==> src/hw/rtl/vrp_pkg.sv <==
// ----------------------------------------------------------------------------
// vrp_pkg
// Shared types, constants and the sine table generator for the vertex
// rotate/project pipeline.
// ----------------------------------------------------------------------------
package vrp_pkg;

  localparam int IN_W    = 16;  // Q8.8 vertex coordinate
  localparam int COORD_W = 18;  // rotated coordinate, full range
  localparam int TRIG_W  = 16;  // signed Q1.14 sin/cos
  localparam int PROD_W  = COORD_W + TRIG_W;
  localparam int SCR_W   = 13;
  localparam int ANG_W   = 10;
  localparam int CAM_W   = 15;
  localparam int CFG_W   = 16;
  localparam int IDX_W   = 3;
  localparam int OFS_W   = COORD_W + 1;   // coordinate after offset
  localparam int DEP_W   = COORD_W + 2;   // z + shift + camera distance
  localparam int D_W     = DEP_W - 1;     // positive depth, unsigned
  localparam int Q_BITS  = 12;            // quotient bits below saturation
  localparam int DIV_ST  = Q_BITS + 2;    // prep, one stage per bit, output
  localparam int ROT_ST  = 2;

  localparam longint HALF_PI_Q30 = 64'sd1686629713;
  localparam longint TAYLOR_DIV [1:8] = '{6, 20, 42, 72, 110, 156, 210, 272};

  localparam logic signed [SCR_W-1:0] SCREEN_MAX = 13'sd4095;
  localparam logic signed [SCR_W-1:0] SCREEN_MIN = -13'sd4096;
  localparam logic [CAM_W-1:0] CAM_RESET = 15'd2560;

  typedef enum logic [IDX_W-1:0] {
    REG_ANGLE_X = 3'd0,
    REG_ANGLE_Y = 3'd1,
    REG_ANGLE_Z = 3'd2,
    REG_SHIFT_X = 3'd3,
    REG_SHIFT_Y = 3'd4,
    REG_SHIFT_Z = 3'd5,
    REG_CAM     = 3'd6
  } reg_idx_t;

  typedef struct packed {
    logic signed [TRIG_W-1:0] sin_x;
    logic signed [TRIG_W-1:0] cos_x;
    logic signed [TRIG_W-1:0] sin_y;
    logic signed [TRIG_W-1:0] cos_y;
    logic signed [TRIG_W-1:0] sin_z;
    logic signed [TRIG_W-1:0] cos_z;
    logic signed [IN_W-1:0]   shift_x;
    logic signed [IN_W-1:0]   shift_y;
    logic signed [IN_W-1:0]   shift_z;
    logic [CAM_W-1:0]         cam;
  } cfg_t;

  // Q30 Taylor series of sin, rounded to Q14 and capped at 1.0
  function automatic logic [14:0] sine_q14(input longint x);
    longint t;
    longint s;
    longint v;
    t = x;
    s = x;
    for (int k = 1; k <= 8; k++) begin
      t = (t * x) >>> 30;
      t = ((t * x) >>> 30) / TAYLOR_DIV[k];
      if (k[0]) s = s - t;
      else s = s + t;
    end
    if (s < 0) s = 0;
    v = (s + 64'sd32768) >>> 16;
    if (v > 16384) v = 16384;
    return v[14:0];
  endfunction

endpackage

==> src/hw/rtl/vrp_rot.sv <==
// ----------------------------------------------------------------------------
// vrp_rot
// One plane rotation, two stages: products, then sum and Q14 rounding.
// p' = p*c - q*s, q' = p*s + q*c; a third coordinate rides along.
// ----------------------------------------------------------------------------
module vrp_rot import vrp_pkg::*; (
  input  logic                      clk,
  input  logic [ROT_ST-1:0]         en,
  input  logic signed [COORD_W-1:0] p,
  input  logic signed [COORD_W-1:0] q,
  input  logic signed [COORD_W-1:0] carry,
  input  logic signed [TRIG_W-1:0]  s,
  input  logic signed [TRIG_W-1:0]  c,
  output logic signed [COORD_W-1:0] p_out,
  output logic signed [COORD_W-1:0] q_out,
  output logic signed [COORD_W-1:0] carry_out
);

  logic signed [PROD_W-1:0] pc_r, qs_r, ps_r, qc_r;
  logic signed [COORD_W-1:0] carry_r, p_r, q_r, carry2_r;
  logic signed [PROD_W:0] sum_p, sum_q;

  always_ff @(posedge clk) begin
    if (en[0]) begin
      pc_r    <= PROD_W'(p * c);
      qs_r    <= PROD_W'(q * s);
      ps_r    <= PROD_W'(p * s);
      qc_r    <= PROD_W'(q * c);
      carry_r <= carry;
    end
  end

  assign sum_p = (PROD_W+1)'(pc_r) - (PROD_W+1)'(qs_r) + (PROD_W+1)'(8192);
  assign sum_q = (PROD_W+1)'(ps_r) + (PROD_W+1)'(qc_r) + (PROD_W+1)'(8192);

  always_ff @(posedge clk) begin
    if (en[1]) begin
      p_r      <= sum_p[14 +: COORD_W];
      q_r      <= sum_q[14 +: COORD_W];
      carry2_r <= carry_r;
    end
  end

  assign p_out     = p_r;
  assign q_out     = q_r;
  assign carry_out = carry2_r;

endmodule

==> config.mk <==
export PLATFORM = sky130hd
export DESIGN_NAME = vrp_rot
export DESIGN_NICKNAME = d
export VERILOG_FILES = /design/src/hw/rtl/vrp_pkg.sv /design/src/hw/rtl/vrp_rot.sv
export SDC_FILE = /design/constraint.sdc
export NUM_CORES = 2
export LEC_CHECK = 0
export BUFFER_PORTS_ARGS = -buffer_cell sky130_fd_sc_hd__buf_2
export CAP_MARGIN = 10
export CORE_MARGIN = 5
export CORE_UTILIZATION = 30
export DETAILED_ROUTE_END_ITERATION = 12
export PLACE_DENSITY_LB_ADDON = 0.1
export SLEW_MARGIN = 10
export SYNTH_ARGS = -nofsm -noshare
export SYNTH_HDL_FRONTEND = slang
export SYNTH_SLANG_ARGS = --single-unit
==> constraint.sdc <==
create_clock -name clk -period 9.1 [get_ports clk]
set_input_delay 2.275 -clock clk [delete_from_list [all_inputs] [get_ports clk]]
set_output_delay 2.275 -clock clk [all_outputs]
set_load 0.05 [all_outputs]
==> impl_metrics.ini <==
[critical_path]
cp_max_fo = 13
worst_r2r_end = q_out[17]$_DFFE_PP_
worstPathArrival_ns = 9.04
critical_path.startpoint_type = input port
worst_reg_to_reg_setup_slack_ns = 5.38
end_kind = register
startpoint_of_the_worst_setup_timing_path = s[2]
critical_path.endpoint = ps_r[30]$_DFFE_PP_
reg2reg_depth = 12
criticalPathCategory = in2reg
critical_path.reg2reg.startpoint = ps_r[2]$_DFFE_PP_
crit_required_ns = 9.38

[sta]
timing.final.ws_setup_ns = 0.340
rsz_0062_raised_after_global_routing = no
fin_skew_ns = 0.0277
max_slew.worst_pin.slew_ns = 1.03
total_of_endpoints_with_negative_setup_slack_in_the_final_report = 0
timing.fmax_ghz = 0.114
final.min_clock_period_ns = 8.76
timing_max_transition_violations_final = 0
fin_crit_sh_pct = 96.3
final-hold-violation-count = 0
normalized_max_slew_margin_pct = 30.9

[floorplan]
area_enclosed_by_the_die_boundary_mm2 = 0.176
design.portCount = 143
width_of_the_die_um = 420
initial_cell_density_of_the_core_pct = 30.1
placement_row_count = 150
placeableCoreArea_mm2 = 0.167
die_h_um = 420

[synth]
netlist.area_leader.share_pct = 43.8
combinational_family_with_the_most_area_after_synthesis = adder cells
postSynthNetCount = 6841
synth_enable_flop_cells = 200
synth_cell_types = 66
ys_dominant_reg_cell = sky130_fd_sc_hd__edfxtp_1
synth.yosys.warnings = 0
synth_top_cells_by_count = sky130_fd_sc_hd__inv_1, sky130_fd_sc_hd__fa_1, sky130_fd_sc_hd__nand2_1
ys_ff_latch = 200
synth_area_per_cell_um2 = 9.70
synth-async-reset-ratio_pct = 0
yosys-top-cells-area = sky130_fd_sc_hd__fa_1, sky130_fd_sc_hd__edfxtp_1, sky130_fd_sc_hd__ha_1
synthMuxAreaShare_pct = 0
synth_simple_gate_area_share_pct = 13.8
post_synth_xor_area_fraction_pct = 3.37
synthesis.instances = 5198
adder_and_majority_cell_fraction_of_the_synthesized_area_pct = 55.0
compound_cell_area_share_of_the_yosys_netlist_pct = 4.65
synthMostInstantiatedCell = sky130_fd_sc_hd__inv_1
ys_seq_area_share_pct = 11.9
netlist_area_before_placement_mm2 = 0.0504
biggest_area_consumer_among_synthesized_cells = sky130_fd_sc_hd__fa_1

[cts]
cts_hold_repair.buffers = 0
clock_tree.htree_level_count = 4
post_cts.repair.setup_buffers = 0
numCtsBuffers = 17
cts.clk_slew.worst_paths_ns = 0.09
cts.sink_count = 200
cts_tree = yes
cts_root_buffer = sky130_fd_sc_hd__clkbuf_16
insertion_delay_ns = 0.54
cts-root-to-sink-buffers = 2
cts_resized = 0

[global_route]
global_route.usage.total_pct = 16.9
first_pass_grt_wire_length_mm = 225
globalRouteOverflowTotal = 0
grt_pass1_vias = 37300
initial_antenna_violation_count = 8
grt_start_max_net_pins = 85

[final_layout]
flow.area_growth_from_synthesis_pct = 10.1
nFillCells = 17400
finalCoreUtilization_pct = 33.2
final_cell_count_no_fill = 7545
drive_above_1_share_pct = 7.36
final_nets = 6967

[placement]
port_buffer_count = 142
dp_cells = 7509
place_hpwl_mm = 118
globalplace.congestion = 0.801
dp_slack_ns = -0.201

[detailed_routing]
final_antenna_net_count = 0
drtPass1Iterations = 7
postRouteWirelength_mm = 141
drc = 0
wl_per_cell_um = 18.7
post_drt_via_cell_ratio = 4.47
vias = 33700
drt_iter0_drc = 1508

[outcome]
status = completed

[hold_path]
worstHoldPathType = reg2reg

[flow_run]
maximum_capacitance_violations = 0
-- cell usage in the layout (no fill, tap or decap), drive strengths merged, types with 7 or more instances in the layout --
cell,netlist,final
o21bai,18,18
ha,450,450
inv,1284,1288
a21oi,107,107
nand3,28,28
clkbuf,218,17
nand2,576,576
buf,9,334
o21a,24,24
or3,7,7
clkinv,1,10
edfxtp,200,200
fa,1104,1104
xnor2,158,158
a2111oi,7,7
o21ai,44,44
and3,17,17
and2,552,552
nor2,123,123
a21o,66,66
a211oi,14,14
nor3,30,30
nand2b,29,29
xor2,36,36
nor2b,12,12
-- stage by stage --
step                      cell area [um^2]  hold slack (ns)  TNS (ns)
after floorplan                      50400            0.400         0
after global placement               54900            0.400    -0.479
after detailed placement             54900            0.405    -0.398
after CTS                            55500            0.427         0
after global routing                 55500            0.435         0
final                                55500            0.425         0
-- cells by family (layout without fill, tap and decap cells) --
family / Yosys count / count (layout)
fa+ha+maj: 1554 / 1554
buf+inv: 1512 / 1651
simple gates: 1398 / 1398
compound gates: 340 / 340
flops: 200 / 200
xor+xnor: 194 / 194
other cells: 0 / 4
-- sequential cells by signal (all words and copies together) (netlist names) --
| signal | flops |
|---|---|
| pc_r | 32 |
| ps_r | 32 |
| qc_r | 32 |
| qs_r | 32 |
| carry_out | 18 |
| carry_r | 18 |
| p_out | 18 |
| q_out | 18 |
-- critical path, stage by stage --
cell and delay, ns:
sky130_fd_sc_hd__buf_2 0.22, sky130_fd_sc_hd__buf_12 0.21, sky130_fd_sc_hd__buf_4 0.17, sky130_fd_sc_hd__nand2_1 0.11, sky130_fd_sc_hd__inv_1 0.07, sky130_fd_sc_hd__fa_1 0.69
sky130_fd_sc_hd__inv_1 0.15, sky130_fd_sc_hd__fa_1 0.60, sky130_fd_sc_hd__inv_1 0.22, sky130_fd_sc_hd__fa_1 0.47, sky130_fd_sc_hd__fa_1 0.56, sky130_fd_sc_hd__fa_1 0.44
sky130_fd_sc_hd__fa_1 0.47, sky130_fd_sc_hd__ha_1 0.40, sky130_fd_sc_hd__nand4_1 0.12, sky130_fd_sc_hd__nor2_1 0.05, sky130_fd_sc_hd__and3_1 0.25, sky130_fd_sc_hd__and4_1 0.22
sky130_fd_sc_hd__o21ai_0 0.26, sky130_fd_sc_hd__o211ai_1 0.43, sky130_fd_sc_hd__a211o_1 0.36, sky130_fd_sc_hd__a21oi_1 0.17, sky130_fd_sc_hd__xnor2_1 0.11
-- layout make-up --
class / count / area, um^2 / area share [%]
Antenna cell: 4 / 10.0 / 0.0180
Clock buffer: 17 / 425 / 0.766
Tap cell: 2204 / 2760 / 4.97
Sequential cell: 200 / 6010 / 10.8
Multi-Input combinational cell: 3486 / 38700 / 69.8
Timing Repair Buffer: 334 / 2540 / 4.57
Inverter: 1285 / 4820 / 8.69
Clock inverter: 15 / 224 / 0.403
-- layer usage --
layer	GRT usage (%)	part of all wire [%]	up-vias
met5	0	0	-
met4	3.65	1.9	0
met3	1.45	2.5	66
met2	27.2	47	466
met1	24.7	49	17500
li1	-	-	15600
-- worst min path at each step --
| stage | start | to | slack, ns | cells past startpoint |
|---|---|---|---|---|
| after floorplan | carry_r[0]$_DFFE_PP_ | carry_out[0]$_DFFE_PP_ | 0.40 | 0 |
| after global placement | carry_r[6]$_DFFE_PP_ | carry_out[6]$_DFFE_PP_ | 0.40 | 0 |
| after detailed placement | carry_r[11]$_DFFE_PP_ | carry_out[11]$_DFFE_PP_ | 0.40 | 0 |
| after CTS | carry_r[4]$_DFFE_PP_ | carry_out[4]$_DFFE_PP_ | 0.43 | 0 |
| after global routing | carry_r[14]$_DFFE_PP_ | carry_out[14]$_DFFE_PP_ | 0.44 | 0 |
| final | carry_r[11]$_DFFE_PP_ | carry_out[11]$_DFFE_PP_ | 0.42 | 0 |
Power is left out: the tool's default activity adds up to more than one toggle a clock period on the data nets, which glitch-free logic cannot reach.
