## src/hw/rtl/vrp_pkg.sv

```systemverilog
// ----------------------------------------------------------------------------
// vrp_pkg
// Shared types, constants and the sine table generator for the vertex
// rotate/project pipeline.
// ----------------------------------------------------------------------------
package vrp_pkg;

  localparam int IN_W    = 16;  // Q8.8 vertex coordinate
  localparam int COORD_W = 18;  // rotated coordinate, full range
  localparam int TRIG_W  = 16;  // signed Q1.14 sin/cos
  localparam int PROD_W  = COORD_W + TRIG_W;
  localparam int SCR_W   = 13;
  localparam int ANG_W   = 10;
  localparam int CAM_W   = 15;
  localparam int CFG_W   = 16;
  localparam int IDX_W   = 3;
  localparam int OFS_W   = COORD_W + 1;   // coordinate after offset
  localparam int DEP_W   = COORD_W + 2;   // z + shift + camera distance
  localparam int D_W     = DEP_W - 1;     // positive depth, unsigned
  localparam int Q_BITS  = 12;            // quotient bits below saturation
  localparam int DIV_ST  = Q_BITS + 2;    // prep, one stage per bit, output
  localparam int ROT_ST  = 2;

  localparam longint HALF_PI_Q30 = 64'sd1686629713;
  localparam longint TAYLOR_DIV [1:8] = '{6, 20, 42, 72, 110, 156, 210, 272};

  localparam logic signed [SCR_W-1:0] SCREEN_MAX = 13'sd4095;
  localparam logic signed [SCR_W-1:0] SCREEN_MIN = -13'sd4096;
  localparam logic [CAM_W-1:0] CAM_RESET = 15'd2560;

  typedef enum logic [IDX_W-1:0] {
    REG_ANGLE_X = 3'd0,
    REG_ANGLE_Y = 3'd1,
    REG_ANGLE_Z = 3'd2,
    REG_SHIFT_X = 3'd3,
    REG_SHIFT_Y = 3'd4,
    REG_SHIFT_Z = 3'd5,
    REG_CAM     = 3'd6
  } reg_idx_t;

  typedef struct packed {
    logic signed [TRIG_W-1:0] sin_x;
    logic signed [TRIG_W-1:0] cos_x;
    logic signed [TRIG_W-1:0] sin_y;
    logic signed [TRIG_W-1:0] cos_y;
    logic signed [TRIG_W-1:0] sin_z;
    logic signed [TRIG_W-1:0] cos_z;
    logic signed [IN_W-1:0]   shift_x;
    logic signed [IN_W-1:0]   shift_y;
    logic signed [IN_W-1:0]   shift_z;
    logic [CAM_W-1:0]         cam;
  } cfg_t;

  // Q30 Taylor series of sin, rounded to Q14 and capped at 1.0
  function automatic logic [14:0] sine_q14(input longint x);
    longint t;
    longint s;
    longint v;
    t = x;
    s = x;
    for (int k = 1; k <= 8; k++) begin
      t = (t * x) >>> 30;
      t = ((t * x) >>> 30) / TAYLOR_DIV[k];
      if (k[0]) s = s - t;
      else s = s + t;
    end
    if (s < 0) s = 0;
    v = (s + 64'sd32768) >>> 16;
    if (v > 16384) v = 16384;
    return v[14:0];
  endfunction

endpackage

```

## src/hw/rtl/vrp_div.sv

```systemverilog
// ----------------------------------------------------------------------------
// vrp_div
// Two-lane pipelined restoring divider, one quotient bit per stage, with
// truncation toward zero, saturation and the behind-camera case.
// ----------------------------------------------------------------------------
module vrp_div import vrp_pkg::*; #(
  parameter int NUM_W = 26
) (
  input  logic                    clk,
  input  logic [DIV_ST-1:0]       en,
  input  logic signed [NUM_W-1:0] num [2],
  input  logic [D_W-1:0]          den,
  input  logic                    behind,
  output logic signed [SCR_W-1:0] scr [2],
  output logic                    behind_out
);

  localparam int W = (NUM_W > D_W + Q_BITS) ? NUM_W + 1 : D_W + Q_BITS + 1;

  logic [W-1:0]      rem_r  [Q_BITS+1][2];
  logic [Q_BITS-1:0] quo_r  [Q_BITS+1][2];
  logic [1:0]        neg_r  [Q_BITS+1];
  logic [1:0]        ovf_r  [Q_BITS+1];
  logic [D_W-1:0]    d_r    [Q_BITS+1];
  logic              beh_r  [Q_BITS+1];
  logic signed [SCR_W-1:0] scr_r [2];
  logic              beh_out_r;

  logic [NUM_W-1:0] mag [2];
  logic [W-1:0]     lim;

  assign lim = W'(den) << Q_BITS;

  for (genvar l = 0; l < 2; l++) begin : g_abs
    assign mag[l] = num[l][NUM_W-1] ? NUM_W'(-num[l]) : NUM_W'(num[l]);
  end

  always_ff @(posedge clk) begin
    if (en[0]) begin
      for (int l = 0; l < 2; l++) begin
        rem_r[0][l] <= W'(mag[l]);
        quo_r[0][l] <= '0;
        neg_r[0][l] <= num[l][NUM_W-1];
        ovf_r[0][l] <= W'(mag[l]) >= lim;
      end
      d_r[0]   <= den;
      beh_r[0] <= behind;
    end
  end

  for (genvar k = 1; k <= Q_BITS; k++) begin : g_step
    logic [W-1:0] sub [2];
    for (genvar l = 0; l < 2; l++) begin : g_lane
      assign sub[l] = rem_r[k-1][l] - (W'(d_r[k-1]) << (Q_BITS - k));
    end
    always_ff @(posedge clk) begin
      if (en[k]) begin
        for (int l = 0; l < 2; l++) begin
          quo_r[k][l] <= quo_r[k-1][l];
          if (!sub[l][W-1]) begin
            rem_r[k][l] <= sub[l];
            quo_r[k][l][Q_BITS-k] <= 1'b1;
          end else begin
            rem_r[k][l] <= rem_r[k-1][l];
          end
        end
        neg_r[k] <= neg_r[k-1];
        ovf_r[k] <= ovf_r[k-1];
        d_r[k]   <= d_r[k-1];
        beh_r[k] <= beh_r[k-1];
      end
    end
  end

  always_ff @(posedge clk) begin
    if (en[DIV_ST-1]) begin
      for (int l = 0; l < 2; l++) begin
        if (beh_r[Q_BITS]) scr_r[l] <= '0;
        else if (ovf_r[Q_BITS][l]) scr_r[l] <= neg_r[Q_BITS][l] ? SCREEN_MIN : SCREEN_MAX;
        else if (neg_r[Q_BITS][l]) scr_r[l] <= -$signed({1'b0, quo_r[Q_BITS][l]});
        else scr_r[l] <= $signed({1'b0, quo_r[Q_BITS][l]});
      end
      beh_out_r <= beh_r[Q_BITS];
    end
  end

  assign scr        = scr_r;
  assign behind_out = beh_out_r;

endmodule

```

## config.mk

```make
export PLATFORM = sky130hd
export DESIGN_NAME = vrp_div
export DESIGN_NICKNAME = d
export VERILOG_FILES = /design/src/hw/rtl/vrp_pkg.sv /design/src/hw/rtl/vrp_div.sv
export SDC_FILE = /design/constraint.sdc
export NUM_CORES = 2
export LEC_CHECK = 0
export BUFFER_PORTS_ARGS = -buffer_cell sky130_fd_sc_hd__buf_2
export CORE_MARGIN = 3
export CORE_UTILIZATION = 40
export DETAILED_ROUTE_END_ITERATION = 10
export GPL_TIMING_DRIVEN = 0
export HOLD_SLACK_MARGIN = 0.08
export PLACE_DENSITY = 0.64
export SLEW_MARGIN = 20
export SYNTH_ARGS = -nofsm -noshare
export SYNTH_HDL_FRONTEND = slang
export SYNTH_SLANG_ARGS = --single-unit
```

## constraint.sdc

```tcl
create_clock -name clk -period 4.45 [get_ports clk]
set_input_delay 0.2225 -clock clk [delete_from_list [all_inputs] [get_ports clk]]
set_output_delay 0.2225 -clock clk [all_outputs]
set_load 0.02 [all_outputs]
```

==> flow_metrics.tcl <==
set metrics [dict create \
    worstSkewPairLatency_ns 0.79 \
    cap_viol_max_count 0 \
    grt_util_all_layers 0.1960 \
    routabilityCongestion 0.9861 \
    area_delta_synth_final_pct 14.31 \
    drt_iter0_drc 2452 \
    yosys.area_share.simple 0.1150 \
    r2r-start "d_r[5][1]$_DFFE_PP_" \
    ys.flop_type "edfxtp_1" \
    startpoint "num[0]" \
    finalCritPeriodShare 0.9827 \
    finish.utilization 0.4622 \
    netlist_area_sq_um 67840 \
    ir_drop_v 0.0004730 \
    finalSetupTns_ns 0 \
    yosys-top-cells-area "edfxtp_1, ha_1, xnor2_1" \
    synthXorXnorAreaFrac 0.06610 \
    grt_overflow 0 \
    ant_nets 0 \
    port_buffers 113 \
    power_density_nw_per_um2 530.9 \
    period_needed_ns 4.373 \
    hold_viol 0 \
    status "finished, final reports clean" \
    die_y_um 417.8 \
    synth_top_family_by_area "compound AO/OA/AOI/OAI gates" \
    setup_viol 0 \
    synth_edf_count 1232 \
    cts_setup_buffers 0 \
    die-area_sq_um 174600 \
    hold_class "input port to flip-flop" \
    path_class "input port to flip-flop" \
    ctsHtreeMaxLevel 4 \
    rr_worst_depth 14 \
    syn_inst 5951 \
    place_hpwl_um 139700 \
    p_leak_nw 30.29 \
    yosysSeqAreaShare 0.5453 \
    root_buffer "clkbuf_16" \
    endpoint_kind "flip-flop" \
    synth-seq-cells 1232 \
    grt_pass1_vias 45990 \
    grt_pass1_wl_um 263100 \
    yosysUniqueCellTypes 86 \
    worstPathArrival_ns 5.01 \
    post-synth-top-area-cell "edfxtp_1" \
    grt_max_degree 62 \
    crit_end "ovf_r[0][1]$_DFFE_PP_" \
    vias 44980 \
    syn_area_per_cell_sq_um 11.40 \
    synth_mux_area_frac 0.01267 \
    synth_warnings 0 \
    worstMarginPinSlew_ns 1.092 \
    finalClockSkew_ns 0.03977 \
    synth_nets 6540 \
    finalNonFillerCells 8645 \
    power_mw 41.17 \
    route.detailed.drc 0 \
    cts_made_buffers 140 \
    worstPathRequired_ns 5.09 \
    rsz0062_at_grt "true" \
    cp-start-kind "input port" \
    cts.sinks 1232 \
    timing.rr.end "rem_r[0][400]$_DFFE_PP_" \
    wl_per_cell_um 19.95 \
    core_area_sq_um 167800 \
    drive_gt1_frac 0.08681 \
    layout.nets 6919 \
    rows 150 \
    antenna_found_initial 1 \
    postSynth.asyncResetShare 0 \
    totalWireLength_um 172500 \
    cts_tree "yes" \
    synthAdderAreaFrac 0.09502 \
    dpl.cell_count 8287 \
    slew_headroom 0.2650 \
    firstDrtPassIters 6 \
    clock.fmax_mhz 228.7 \
    worstHoldPathCells 2 \
    clk_transition_reported_paths_ns 0.06 \
    drv_slew 0 \
    rrSetupSlack_ns 0.14 \
    die_w_um 417.8 \
    initial_utilization 0.4043 \
    yosysTopAreaCellShare 0.5453 \
    crit_path_max_fanout 4 \
    synth_compound_area_frac 0.1358 \
    io_pins 114 \
    cts_buffer_depth 3 \
    viasPerCell 5.203 \
]
==> metrics by stage <==
step | instance area [sq um] | worst slack (ns) | hold WS (ns)
4_1_cts | 77450 | 0.0005325 | 0.08429
6_report | 77550 | 0.07699 | 0.1468
3_5_place_dp | 71600 | -1.293 | 0.4045
3_3_place_gp | 71160 | -1.215 | 0.4016
2_1_floorplan | 67840 | 0.5284 | 0.3214
5_1_grt | 77540 | -0.004654 | 0.1178
==> logic make-up after synthesis <==
family	Yosys count
XOR/XNOR	512
AND/OR/NAND/NOR	1619
AO/OA/AOI/OAI	1470
adder cells (fa/ha/maj)	502
buffers and inverters	538
flip-flops	1232
multiplexers	78
==> worst max-delay path: stages <==
cell and delay (ns):
buf_2 0.11, dlygate4sd3_1 0.61, inv_1 0.10, ha_1 0.19
nand2_1 0.07, or2_1 0.24, nand2b_1 0.18, or4_1 0.51
nand2b_1 0.24, o41a_1 0.35, xor2_1 0.20, ha_1 0.32
nand3_1 0.19, or4_4 0.63, or4_1 0.41, nor3_1 0.24
a31o_2 0.20
==> layout by cell type, fill, tap and decap left out, drive strengths merged, types with 38 or more instances in the layout <==
cell / instances
clkinv: 53
o31ai: 64
edfxtp: 1232
nand2b: 117
mux2: 63
nor2: 446
a21o: 183
and3: 38
or3: 53
buf: 153
nor2b: 88
inv: 376
a211oi: 44
xnor2: 281
nand2: 450
o21ai: 389
nor3: 118
clkbuf: 314
nand3: 79
o21a: 96
ha: 480
nor4: 53
xor2: 231
a21oi: 430
dlygate4sd3: 106
==> worst min-delay path by stage <==
stage                                     start                      to
final                                    behind   beh_r[0][0]$_DFFE_PP_
after global placement                   behind   beh_r[0][0]$_DFFE_PP_
after CTS                               num[10]  rem_r[0][11]$_DFFE_PP_
after detailed placement  beh_r[2][1]$_DFFE_PP_   beh_r[2][2]$_DFFE_PP_
after floorplan                          behind   beh_r[0][0]$_DFFE_PP_
after global routing                     behind   beh_r[0][0]$_DFFE_PP_
==> what timing repair did <==
item,4_1_cts,5_1_grt
pin swaps,1,2
resized for setup,41,43
hold endpoints to repair,349,44
endpoints found under the setup margin,161,157
hold buffers,105,1
==> synthesized netlist by cell type (38+ instances only) <==
cell type and count:
a211oi_1 43, a21o_1 183, a21oi_1 430, and3_1 38, clkbuf_1 153, edfxtp_1 1232, ha_1 480, inv_1 365
mux2_2 63, nand2_1 450, nand2b_1 117, nand3_1 78, nor2_1 445, nor2b_1 88, nor3_1 117, nor4_1 53
o21a_1 95, o21ai_0 358, o31ai_1 64, or3_1 53, xnor2_1 281, xor2_1 231
==> flip-flops by register name (all words and copies together) (netlist names), named ones only <==
name	count
beh_r	13
behind_out	1
d_r	228
neg_r	26
ovf_r	26
quo_r	155
rem_r	756
scr	26
==> where the power goes <==
part / switching, mW / internal (mW) / leakage, nW / total (mW)
logic: 7.37 / 5.45 / 16.0 / 12.8
clock network: 4.94 / 6.58 / 2.23 / 11.5
registers: 1.27 / 15.6 / 12.1 / 16.8
total: 13.6 / 27.6 / 30.3 / 41.2
==> layout make-up <==
type                    instances  area [sq um]
flip-flops and latches       1232         37000
multi-input cells            4181         28970
plain buffers                 172         740.7
repair buffers                238          2027
fillers                     15410         90240
clock inverters                88          1086
inverters                     365          1370
diodes                          2         5.005
clock buffers                 163          3590
well taps                    2204          2758
==> per-layer routing <==
| layer | GRT usage | share of wire | up-vias |
|---|---|---|---|
| met5 | 0 | 0 | - |
| met4 | 0.1100 | 0.062 | 0 |
| met3 | 0.02632 | 0.026 | 326 |
| met2 | 0.3787 | 0.54 | 830 |
| met1 | 0.2013 | 0.37 | 21170 |
| li1 | - | - | 22660 |
Note: power is estimated with default switching activity, not from simulation.
